File: src/rtl/amicable_perfect_classifier_core_assert.svh
// ============================================================================
// Assertion macros for the amicable/perfect classifier
// Concurrent assertion wrappers clocked on clock and disabled during reset.
// ============================================================================
`ifndef AMICABLE_PERFECT_CLASSIFIER_CORE_ASSERT_SVH
`define AMICABLE_PERFECT_CLASSIFIER_CORE_ASSERT_SVH

`ifndef SYNTHESIS

// The consequent must hold in the same cycle as the antecedent.
`define APC_ASSERT_SAME(label, ante, cons) \
   label: assert property (@(posedge clock) disable iff (reset) (ante) |-> (cons)) \
      else $error("classifier assertion failed");

// The consequent must hold in the cycle after the antecedent.
`define APC_ASSERT_NEXT(label, ante, cons) \
   label: assert property (@(posedge clock) disable iff (reset) (ante) |=> (cons)) \
      else $error("classifier assertion failed");

`else

`define APC_ASSERT_SAME(label, ante, cons)
`define APC_ASSERT_NEXT(label, ante, cons)

`endif

`endif

File: src/rtl/apc_pkg.sv
// ============================================================================
// apc_pkg
// Shared constants and types of the amicable/perfect classifier.
// ============================================================================
package apc_pkg;

   // Default width of the number under test.
   localparam int NUMBER_WIDTH_DEFAULT = 24;

   // Width and saturation value of the reported divisor sum.
   localparam int               SUM_WIDTH = 27;
   localparam logic [26:0]      SUM_MAX   = 27'h7FF_FFFF;

   // Result data bus: divisor sum padded to whole bytes.
   localparam int RSP_DATA_WIDTH = 32;
   localparam int RSP_PAD_WIDTH  = RSP_DATA_WIDTH - SUM_WIDTH;

   // Classification codes.
   localparam int KIND_WIDTH = 2;
   typedef enum logic [KIND_WIDTH-1:0] {
      KIND_NONE     = 2'd0,
      KIND_PERFECT  = 2'd1,
      KIND_AMICABLE = 2'd2
   } kind_type;

   // Sequencer states, one-hot.
   typedef enum logic [5:0] {
      S_IDLE   = 6'b000001,
      S_START  = 6'b000010,
      S_TEST   = 6'b000100,
      S_DIVIDE = 6'b001000,
      S_ACCUM  = 6'b010000,
      S_FINISH = 6'b100000
   } state_type;

endpackage

File: src/rtl/apc_divider.sv
// ============================================================================
// apc_divider
// Bit-serial restoring divider: one quotient bit per cycle.
// ============================================================================
module apc_divider #(
   parameter int WIDTH = apc_pkg::SUM_WIDTH
) (
   input  logic             clock,
   input  logic             reset,
   input  logic             start,
   input  logic [WIDTH-1:0] dividend,
   input  logic [WIDTH-1:0] divisor,
   output logic             done,
   output logic [WIDTH-1:0] quotient,
   output logic [WIDTH-1:0] remainder
);
   import apc_pkg::*;

   localparam int CNT_W = $clog2(WIDTH + 1);

   logic             busy_ff,  busy_in;
   logic             done_ff,  done_in;
   logic [CNT_W-1:0] count_ff, count_in;
   logic [WIDTH-1:0] quot_ff,  quot_in;
   logic [WIDTH-1:0] rem_ff,   rem_in;
   logic [WIDTH-1:0] dvsr_ff,  dvsr_in;

   logic [WIDTH:0]   trial;
   logic [WIDTH:0]   diff;
   logic             fits;

   // One restoring step: bring down the next dividend bit and try a subtract.
   assign trial = {rem_ff, quot_ff[WIDTH-1]};
   assign diff  = trial - {1'b0, dvsr_ff};
   assign fits  = trial >= {1'b0, dvsr_ff};

   always_comb begin
      busy_in  = busy_ff;
      done_in  = 1'b0;
      count_in = count_ff;
      quot_in  = quot_ff;
      rem_in   = rem_ff;
      dvsr_in  = dvsr_ff;
      if (start) begin
         busy_in  = 1'b1;
         count_in = CNT_W'(WIDTH);
         quot_in  = dividend;
         rem_in   = '0;
         dvsr_in  = divisor;
      end else if (busy_ff) begin
         quot_in  = {quot_ff[WIDTH-2:0], fits};
         rem_in   = fits ? diff[WIDTH-1:0] : trial[WIDTH-1:0];
         count_in = count_ff - CNT_W'(1);
         if (count_ff == CNT_W'(1)) begin
            busy_in = 1'b0;
            done_in = 1'b1;
         end
      end
   end

   // Control state is reset; the data path is not.
   always_ff @(posedge clock) begin
      if (reset) begin
         busy_ff <= 1'b0;
         done_ff <= 1'b0;
      end else begin
         busy_ff <= busy_in;
         done_ff <= done_in;
      end
   end

   always_ff @(posedge clock) begin
      count_ff <= count_in;
      quot_ff  <= quot_in;
      rem_ff   <= rem_in;
      dvsr_ff  <= dvsr_in;
   end

   assign done      = done_ff;
   assign quotient  = quot_ff;
   assign remainder = rem_ff;

endmodule

File: src/rtl/amicable_perfect_classifier_core.sv
// ============================================================================
// amicable_perfect_classifier_core
// Forms the aliquot sum s of a number n by trial division, then the aliquot
// sum of s, and classifies n as none, perfect or amicable.
// ============================================================================
//
//  Channel | Direction | Contents
//  --------+-----------+---------------------------------------------------
//  req     | in        | tdata: number
//  rsp     | out       | tdata: divisor_sum (27 bits, zero padded); tuser: kind
//
// One item is worked on at a time. Each trial divisor d (2 up to floor(sqrt(m)))
// is tried by one run of the bit-serial divider, of width max(NUMBER_WIDTH, 27).
// The second pass, over s, is skipped for zero, perfect numbers and saturated
// sums.
// Reset is synchronous and clears only control state.
// A result waiting on rsp does not block the next transfer on req; a finished
// item waits in the last state only while the output register is still full.
// ============================================================================
`include "amicable_perfect_classifier_core_assert.svh"

module amicable_perfect_classifier_core #(
   parameter int NUMBER_WIDTH = apc_pkg::NUMBER_WIDTH_DEFAULT
) (
   input  logic                                 clock,
   input  logic                                 reset,
   // req_tdata fields from bit 0: number
   input  logic                                 req_tvalid,
   output logic                                 req_tready,
   input  logic [((NUMBER_WIDTH+7)/8)*8-1:0]    req_tdata,
   // rsp_tdata fields from bit 0: divisor_sum, zero padding
   // rsp_tuser fields from bit 0: kind
   output logic                                 rsp_tvalid,
   input  logic                                 rsp_tready,
   output logic [apc_pkg::RSP_DATA_WIDTH-1:0]   rsp_tdata,
   output logic [apc_pkg::KIND_WIDTH-1:0]       rsp_tuser
);
   import apc_pkg::*;

   // Data path widths.
   localparam int DW    = (NUMBER_WIDTH > SUM_WIDTH) ? NUMBER_WIDTH : SUM_WIDTH;
   localparam int ACC_W = DW + 3;
   localparam int SQ_W  = DW + 1;
   localparam int D_W   = (DW + 1) / 2 + 1;

   state_type               state_ff,     state_in;
   logic [NUMBER_WIDTH-1:0] n_ff,         n_in;
   logic [DW-1:0]           m_ff,         m_in;
   logic [D_W-1:0]          d_ff,         d_in;
   logic [SQ_W-1:0]         sq_ff,        sq_in;
   logic [ACC_W-1:0]        total_ff,     total_in;
   logic                    pass_ff,      pass_in;
   logic [SUM_WIDTH-1:0]    first_sum_ff, first_sum_in;
   logic                    rsp_valid_ff, rsp_valid_in;
   logic [SUM_WIDTH-1:0]    rsp_sum_ff,   rsp_sum_in;
   kind_type                rsp_kind_ff,  rsp_kind_in;

   logic                    req_accept;
   logic                    div_start;
   logic                    div_done;
   logic [DW-1:0]           div_quot;
   logic [DW-1:0]           div_rem;
   logic                    sq_over;
   logic                    total_over;
   logic                    total_eq_n;
   logic                    add_quot;
   logic                    emit;
   logic [SUM_WIDTH-1:0]    emit_sum;
   kind_type                emit_kind;

   // Shared bit-serial divider computing m / d and m % d.
   apc_divider #(
      .WIDTH (DW)
   ) u_divider (
      .clock     (clock),
      .reset     (reset),
      .start     (div_start),
      .dividend  (m_ff),
      .divisor   (DW'(d_ff)),
      .done      (div_done),
      .quotient  (div_quot),
      .remainder (div_rem)
   );

   // Comparisons used by the sequencer.
   assign req_accept = req_tvalid && req_tready;
   assign sq_over    = sq_ff > {1'b0, m_ff};
   assign total_over = total_ff > ACC_W'(SUM_MAX);
   assign total_eq_n = total_ff == ACC_W'(n_ff);
   assign add_quot   = div_quot != DW'(d_ff);

   // Result of a finished pass.
   always_comb begin
      emit      = 1'b0;
      emit_sum  = total_ff[SUM_WIDTH-1:0];
      emit_kind = KIND_NONE;
      if (pass_ff) begin
         emit      = 1'b1;
         emit_sum  = first_sum_ff;
         emit_kind = total_eq_n ? KIND_AMICABLE : KIND_NONE;
      end else if (total_over) begin
         emit      = 1'b1;
         emit_sum  = SUM_MAX;
      end else if (n_ff == '0) begin
         emit      = 1'b1;
      end else if (total_eq_n) begin
         emit      = 1'b1;
         emit_kind = KIND_PERFECT;
      end
   end

   // Sequencer: one or two passes of trial division over d = 2 .. floor(sqrt(m)).
   always_comb begin
      state_in     = state_ff;
      n_in         = n_ff;
      m_in         = m_ff;
      d_in         = d_ff;
      sq_in        = sq_ff;
      total_in     = total_ff;
      pass_in      = pass_ff;
      first_sum_in = first_sum_ff;
      rsp_valid_in = rsp_valid_ff && !rsp_tready;
      rsp_sum_in   = rsp_sum_ff;
      rsp_kind_in  = rsp_kind_ff;
      div_start    = 1'b0;
      case (state_ff)
         S_IDLE: begin
            if (req_accept) begin
               n_in     = req_tdata[NUMBER_WIDTH-1:0];
               m_in     = DW'(req_tdata[NUMBER_WIDTH-1:0]);
               pass_in  = 1'b0;
               state_in = S_START;
            end
         end
         S_START: begin
            if (m_ff < DW'(2)) begin
               total_in = '0;
               state_in = S_FINISH;
            end else begin
               total_in = ACC_W'(1);
               d_in     = D_W'(2);
               sq_in    = SQ_W'(4);
               state_in = S_TEST;
            end
         end
         S_TEST: begin
            if (sq_over) begin
               state_in = S_FINISH;
            end else begin
               div_start = 1'b1;
               state_in  = S_DIVIDE;
            end
         end
         S_DIVIDE: begin
            if (div_done) begin
               state_in = S_ACCUM;
            end
         end
         S_ACCUM: begin
            // A divisor found: add d and its cofactor, once for a square.
            if (div_rem == '0) begin
               total_in = total_ff + ACC_W'(d_ff) + (add_quot ? ACC_W'(div_quot) : '0);
            end
            d_in     = d_ff + D_W'(1);
            sq_in    = sq_ff + SQ_W'({d_ff, 1'b0}) + SQ_W'(1);
            state_in = S_TEST;
         end
         S_FINISH: begin
            if (emit) begin
               if (!rsp_valid_ff) begin
                  rsp_valid_in = 1'b1;
                  rsp_sum_in   = emit_sum;
                  rsp_kind_in  = emit_kind;
                  state_in     = S_IDLE;
               end
            end else begin
               // Second pass over the partner candidate.
               first_sum_in = total_ff[SUM_WIDTH-1:0];
               m_in         = DW'(total_ff);
               pass_in      = 1'b1;
               state_in     = S_START;
            end
         end
         default: begin
            state_in = S_IDLE;
         end
      endcase
   end

   // Control registers.
   always_ff @(posedge clock) begin
      if (reset) begin
         state_ff     <= S_IDLE;
         rsp_valid_ff <= 1'b0;
      end else begin
         state_ff     <= state_in;
         rsp_valid_ff <= rsp_valid_in;
      end
   end

   // Data registers.
   always_ff @(posedge clock) begin
      n_ff         <= n_in;
      m_ff         <= m_in;
      d_ff         <= d_in;
      sq_ff        <= sq_in;
      total_ff     <= total_in;
      pass_ff      <= pass_in;
      first_sum_ff <= first_sum_in;
      rsp_sum_ff   <= rsp_sum_in;
      rsp_kind_ff  <= rsp_kind_in;
   end

   // Ports.
   assign req_tready = state_ff == S_IDLE;
   assign rsp_tvalid = rsp_valid_ff;
   assign rsp_tdata  = {{RSP_PAD_WIDTH{1'b0}}, rsp_sum_ff};
   assign rsp_tuser  = rsp_kind_ff;

   // An accepted transfer always starts a pass.
   `APC_ASSERT_NEXT(a_accept_starts, req_accept, state_ff == S_START)
   // The divider only finishes while the sequencer waits for it.
   `APC_ASSERT_SAME(a_div_done_in_divide, div_done, state_ff == S_DIVIDE)
   // A delivered result is never replaced by a new one in the same edge.
   `APC_ASSERT_NEXT(a_no_overwrite, rsp_tvalid && rsp_tready, !rsp_tvalid)

endmodule

File: config.mk
export PLATFORM = sky130hd
export DESIGN_NAME = amicable_perfect_classifier_core
export DESIGN_NICKNAME = d
export VERILOG_FILES = /design/src/rtl/apc_pkg.sv /design/src/rtl/apc_divider.sv /design/src/rtl/amicable_perfect_classifier_core.sv
export VERILOG_INCLUDE_DIRS = /design/src /design/src/rtl
export SDC_FILE = /design/constraint.sdc
export NUM_CORES = 1
export LEC_CHECK = 0
export ABC_AREA = 1
export BUFFER_PORTS_ARGS = -buffer_cell sky130_fd_sc_hd__buf_2
export CORE_ASPECT_RATIO = 0.8
export CORE_MARGIN = 2
export CORE_UTILIZATION = 50
export CTS_CLUSTER_SIZE = 16
export DETAILED_ROUTE_END_ITERATION = 10
export GPL_ROUTABILITY_DRIVEN = 1
export GPL_TIMING_DRIVEN = 0
export PLACE_DENSITY_LB_ADDON = 0.05
export SYNTH_ARGS = -nofsm -noshare
export SYNTH_HDL_FRONTEND = slang
export SYNTH_SLANG_ARGS = --single-unit
File: constraint.sdc
create_clock -name clock -period 9.45 [get_ports clock]
set_input_delay 0.945 -clock clock [delete_from_list [all_inputs] [get_ports clock]]
set_output_delay 0.945 -clock clock [all_outputs]
set_load 0.02 [all_outputs]
## Word level (Yosys, flattened, before mapping)

Cells that the tools add are included.

| storage, ports and cells | value |
|---|---|
| logic and storage cells | 106 |
| register bits after elaboration | 264 |
| output and inout bits | 36 |
| input port bits | 28 |

| cells by class | value |
|---|---|
| bitwise logic cells | 3 |
| equality and inequality tests | 15 |
| reduce and logical (&&, ||, !) cells | 16 |
| $lt $le $gt $ge | 4 |
| add/sub/neg operators | 7 |
| multiplexer cells | 44 |

Operator list:

| cell | number |
|---|---|
| 27-bit 2-to-1 mux | 8 |
| 30-bit one-hot mux with 2 select lines | 1 |
| 28-bit one-hot mux with 2 select lines | 1 |
| 27-bit one-hot mux with 2 select lines | 1 |
| 6-bit 2-to-1 mux | 6 |
| 6-bit one-hot mux with 6 select lines | 1 |
| 30-bit by 15-bit adder with 30-bit output | 1 |
| 30-bit by 27-bit adder with 30-bit output | 1 |
| 30-bit by 24-bit equality test with 1-bit output | 1 |
| 30-bit by 27-bit greater-than comparator with 1-bit output, second input constant | 1 |
| 30-bit 2-to-1 mux | 1 |
| 15-bit one-hot mux with 2 select lines | 1 |
| 28-bit by 1-bit adder with 28-bit output, second input constant | 1 |
| 28-bit by 16-bit adder with 28-bit output | 1 |
| 28-bit by 15-bit >= comparator with 1-bit output | 1 |
| 28-bit by 27-bit greater-than comparator with 1-bit output | 1 |
| 28-bit 2-to-1 mux | 1 |
| 27-bit logical NOT | 1 |
| 27-bit by 2-bit less-than comparator with 1-bit output, second input constant | 1 |
| 27-bit by 15-bit inequality test with 1-bit output | 1 |
| 27-bit by 15-bit subtractor with 27-bit output | 1 |
| 24-bit logical NOT | 1 |
| 1-bit 2-to-1 mux | 19 |
| 15-bit by 1-bit adder with 15-bit output, second input constant | 1 |
| 21 further kinds | 35 |

## Depth between registers and ports, before layout

| depth | value |
|---|---|
| depth after elaboration | 7 |
| depth in mapped cells | 24 |
| mapped depth without buffers | 24 |

## Modules after synthesis

A second synthesis with hierarchy kept.

| second synthesis, totals | value |
|---|---|
| cell total of the unflattened synthesis | 2185 |
| area, all modules | 17694.5 um^2 |

Modules (own cells, without submodules):

| module | times used | cells each | sequential area each (um^2) | area an instance (um^2) |
|---|---|---|---|---|
| amicable_perfect_classifier_core | 1 | 1351 | 5575.3 | 11912.7 |
| apc_divider | 1 | 834 | 2302.2 | 5781.8 |

## Worst setup path after synthesis

Ideal clock, no wire load.

| timing path | value |
|---|---|
| path kind | register to register |
| start point | register state_ff[0] |
| end point | register total_ff[0], enable pin |
| setup time | 501 ps |
| data arrival time | 4114 ps |
| period minus slack after synthesis | 4615 ps |
| stages on the path, launching flop included | 7 |
| path buffers | 1 |
| data required time | 8949 ps |
| slack | 4835 ps |
| path through | dfxtp_1 > nor2_1 > nand2_1 > nor2_1 > nand2_1 > clkbuf_1 > o41ai_1 |

| on the way | value |
|---|---|
| word-level cells in the longest chain between the ends | 3 |
| elaborated cells on any way between the ends | 5 |
| classes of those cells | eq/ne: 3; reduce/logical: 2 |

Ends and longest elaborated chain:

| element | line | text |
|---|---|---|
| start: declaration | amicable_perfect_classifier_core.sv:46 | `state_type state_ff, state_in;` |
| start signal: assignment | amicable_perfect_classifier_core.sv:196 | `state_ff <= state_in;` |
| 6-bit by 5-bit equality test with 1-bit output / 6-bit by 2-bit equality test with 1-bit output (equally long branches) | amicable_perfect_classifier_core.sv:126 | `case (state_ff)` |
| 2-bit inequality test (no line) / 2-bit nonzero test (equally long branches) | -- |  |
| 2-bit AND reduction (no line) (*) | -- |  |
| end signal: assignment | amicable_perfect_classifier_core.sv:207 | `total_ff <= total_in;` |
| end: declaration | amicable_perfect_classifier_core.sv:51 | `logic [ACC_W-1:0] total_ff, total_in;` |

Every way passes the cells marked *; elsewhere a longest branch is shown, timed or not.
A chain may end at the register's enable or synchronous reset.

## Worst setup path after layout

| timing path | value |
|---|---|
| start point | register d_ff[13] |
| end point | register total_ff[29] (data pin) |

| on the way | value |
|---|---|
| word-level cells in the longest chain between the ends | 5 |
| elaborated cells on any way between the ends | 6 |
| classes of those cells | add/sub: 2; eq/ne: 1; mux: 3 |

Ends and longest elaborated chain:

| element | line | text |
|---|---|---|
| start: declaration | amicable_perfect_classifier_core.sv:49 | `logic [D_W-1:0] d_ff, d_in;` |
| start signal: assignment | amicable_perfect_classifier_core.sv:205 | `d_ff <= d_in;` |
| branches (longest 2 deep; another with 30-bit by 15-bit adder with 30-bit output) | -- |  |
| 30-bit by 27-bit adder with 30-bit output (*) | amicable_perfect_classifier_core.sv:162 | `total_in = total_ff + ACC_W'(d_ff) + (add_quot ? ACC_W'(div_quot) : '0);` |
| 30-bit 2-to-1 mux (*) | amicable_perfect_classifier_core.sv:161 | `if (div_rem == '0) begin` |
| 30-bit one-hot mux with 2 select lines (*) | amicable_perfect_classifier_core.sv:126 |  |

Mark *: on every way between the ends. The select of a mux whose other input is x is not followed.

==> reports/results.txt <==
Initial DRC count: 1,664
Max Freq: 207 MHz
RSZ-0062 raised after global routing: no
First-pass DRT Iterations: 5
Flops & latches, synth: 264
Placed instance area: 17,500 sq um
Worst VDD drop: 0.136 mV
Core ar.: 32,500 sq um
Hold WS: 0.492 ns
Antenna Cells: 0
Clock slew at reported path FFs: 0.07 ns
Simple-gate area share of the yosys netlist: 23.0%
Tmin final: 4.82 ns
Post-DP HPWL: 41.6 mm
Worst Path Max Fanout: 8
Detailed-route via count: 14,400
Critical Path Source Type: register
# rows: 59
Worst Skew: 0.0166 ns
Min-Delay Path Class: reg2reg
Worst-Margin Slew: 1.19 ns
Compound-Gate Fraction of Synth Area: 12.1%
Yosys top cell by area: edfxtp_1
Port Buffers: 57
Fin. Hold Viols: 0
Share of post-route cells with drive strength above 1: 8.42%
Initial antenna violation count: 2
Via density: 5.62
TritonCTS clock tree: yes
Mux cell area share after synthesis: 0%
Slew Limit Fails: 0
Starting Density: 50.8%
Area growth, synth to finish: 11.6%
Flop-to-flop setup slack: 4.63 ns
WP data required: 9.77 ns
Num ports: 64
Final setup viols: 0
Nature of the critical path endpoint: register
Die Width: 207 um
Synth warnings: 0
Synth area leaders: edfxtp_1 41%, nand2_1 9.7%, ha_1 7.5%
Filler cells: 3,063
Adder-cell share of the synthesized area: 9.69%
Syn_area_per_cell: 8.20 sq um
Vias in the first global route: 13,200
Num CTS Buffers: 29
Max_slew headroom: 20.6%
Final WL: 51.8 mm
Largest net degree at the start of global routing: 31
Count of maximum capacitance violations: 0
Largest family of logic cells by synthesized area: simple AND/OR/NAND/NOR gates
Setup_tns: 0 ns
Status: completed
Gr usage total: 29.9%
WS Path Type: reg2reg
Xor/xnor cell area share of the yosys netlist: 1.43%
Register area share after synthesis: 45.5%
P per Cell Area: 187 nW/um^2
Cts hold-fix bufs: 0
Yosys top cell area share: 40.6%
Cell area after layout: 18,400 sq um
Post_cts resized: 0
DRC: 0
Leak Pwr: 8.13 nW
First-pass GRT wire length: 78.4 mm
CTS max path bufs: 3
Clk Latency, worst-skew pair: 0.57 ns
Cells after synthesis: 2,014
Final core occ: 56.7%
Synth unique cells: 53
GRT Residual Overflow: 0
Htree depth: 1
Die Area: 34,500 sq um
Arrival time worst endpoint: 5.14 ns
Post-CTS Setup Bufs: 0
Nets: 2,260
CTS Root Cell: clkbuf_16
Crit share post-route: 51.0%
GPL Wtd Cong: 0.957
Clock sink count: 264
Post-route ant nets: 0
WL per Instance: 20.2 um
Post-Syn Area: 16,500 sq um
Die height: 167 um
path summary, 6_finish.rpt:
check                              from                    end  cells past startpoint
setup reg to reg               d_ff[13]           total_ff[29]                     23
hold reg to reg   u_divider.count_ff[3]  u_divider.count_ff[3]                      2
hold / removal    u_divider.count_ff[3]  u_divider.count_ff[3]                      2
setup / recovery               d_ff[13]           total_ff[29]                     23
state kept, by name, summed over array words and instances, names as in the netlist:
| signal | cells |
|---|---|
| d_ff | 15 |
| first_sum_ff | 27 |
| m_ff | 27 |
| n_ff | 24 |
| pass_ff | 1 |
| rsp_sum_ff | 27 |
| rsp_tuser | 2 |
| rsp_tvalid | 1 |
| sq_ff | 28 |
| state_ff | 6 |
| total_ff | 30 |
| u_divider.busy_ff | 1 |
| u_divider.count_ff | 5 |
| u_divider.done | 1 |
| u_divider.dvsr_ff | 15 |
| u_divider.quotient | 27 |
| u_divider.remainder | 27 |
critical path, stage by stage (launching register included):
cell and delay, ns:
edfxtp_1 0.55, inv_1 0.20, nor2_1 0.07, nor4_1 0.32, nand3_1 0.12, nor4_1 0.28, nand2_1 0.29, inv_2 0.22
nor2_1 0.09, fa_1 0.44, ha_1 0.26, fa_1 0.45, nand2_1 0.11, nand2_1 0.05, o21ai_0 0.15, o21ai_1 0.16
nand2_1 0.09, nand2_1 0.16, nand2_1 0.10, nand2_1 0.11, nand3_1 0.13, nand3_1 0.09, nand2_1 0.07, nor2_1 0.05
Yosys cell counts (all sizes together):
| master | n |
|---|---|
| a21boi | 4 |
| a21o | 8 |
| a21oi | 174 |
| a31oi | 4 |
| and2 | 1 |
| and3 | 2 |
| buf | 24 |
| clkbuf | 30 |
| clkinv | 1 |
| conb | 1 |
| dfxtp | 41 |
| edfxtp | 223 |
| fa | 18 |
| ha | 99 |
| inv | 291 |
| nand2 | 435 |
| nand3 | 105 |
| nand3b | 7 |
| nand4 | 33 |
| nor2 | 242 |
| nor3 | 36 |
| nor3b | 4 |
| nor4 | 13 |
| o211ai | 3 |
| o21a | 13 |
| o21ai | 156 |
| o21bai | 3 |
| o22ai | 1 |
| o311ai | 1 |
| o31ai | 2 |
| o41ai | 1 |
| or2 | 10 |
| or4 | 1 |
| xnor2 | 16 |
| xor2 | 11 |
cells by family after synthesis:
group	Yosys count
flip-flops	264
XOR/XNOR	27
buffers and inverters	346
AO/OA/AOI/OAI	370
AND/OR/NAND/NOR	889
adder cells (fa/ha/maj)	117
other	1
layer usage:
layer	GRT usage, %	share of wire (%)
met5	0	0
met3	7.35	11
met4	6.96	2.2
met2	38.4	37
met1	49.0	49
metrics by stage:
step / instances / worst slack [ns] / power (W)
2_1_floorplan: 2018 / 4.83 / 0.00202
3_3_place_gp: 2502 / 2.15 / 0.00228
3_5_place_dp: 2511 / 4.76 / 0.00231
4_1_cts: 2565 / 4.72 / 0.00344
5_1_grt: 2565 / 4.26 / 0.00361
6_report: 2565 / 4.63 / 0.00344
final cells by class:
| cell class | count | area (sq um) | area share [%] |
|---|---|---|---|
| Sequential cell | 264 | 7520 | 40.8 |
| Tap cell | 427 | 534 | 2.90 |
| Buffer | 54 | 265 | 1.44 |
| Inverter | 292 | 1100 | 5.95 |
| Timing Repair Buffer | 66 | 400 | 2.17 |
| Clock buffer | 34 | 797 | 4.33 |
| Multi-Input combinational cell | 1408 | 7660 | 41.6 |
| Clock inverter | 20 | 148 | 0.801 |
layout by cell type (no fill, tap or decap), drive strengths merged, types with 15 or more instances in the layout:
cell	n
nand2	435
inv	295
nor2	242
edfxtp	223
a21oi	174
o21ai	156
nand3	105
ha	99
buf	90
clkbuf	64
dfxtp	41
nor3	36
nand4	33
fa	18
xnor2	16
clkinv	15
where the power goes:
part	internal (W)	leakage (nW)	total [W]	switching, W
registers	0.00138	2.37	0.00148	0.000102
logic	0.000255	5.29	0.000827	0.000572
clock network	0.000635	0.475	0.00113	0.000493
total	0.00227	8.13	0.00344	0.00117
Power figures use the tool's default switching activity.
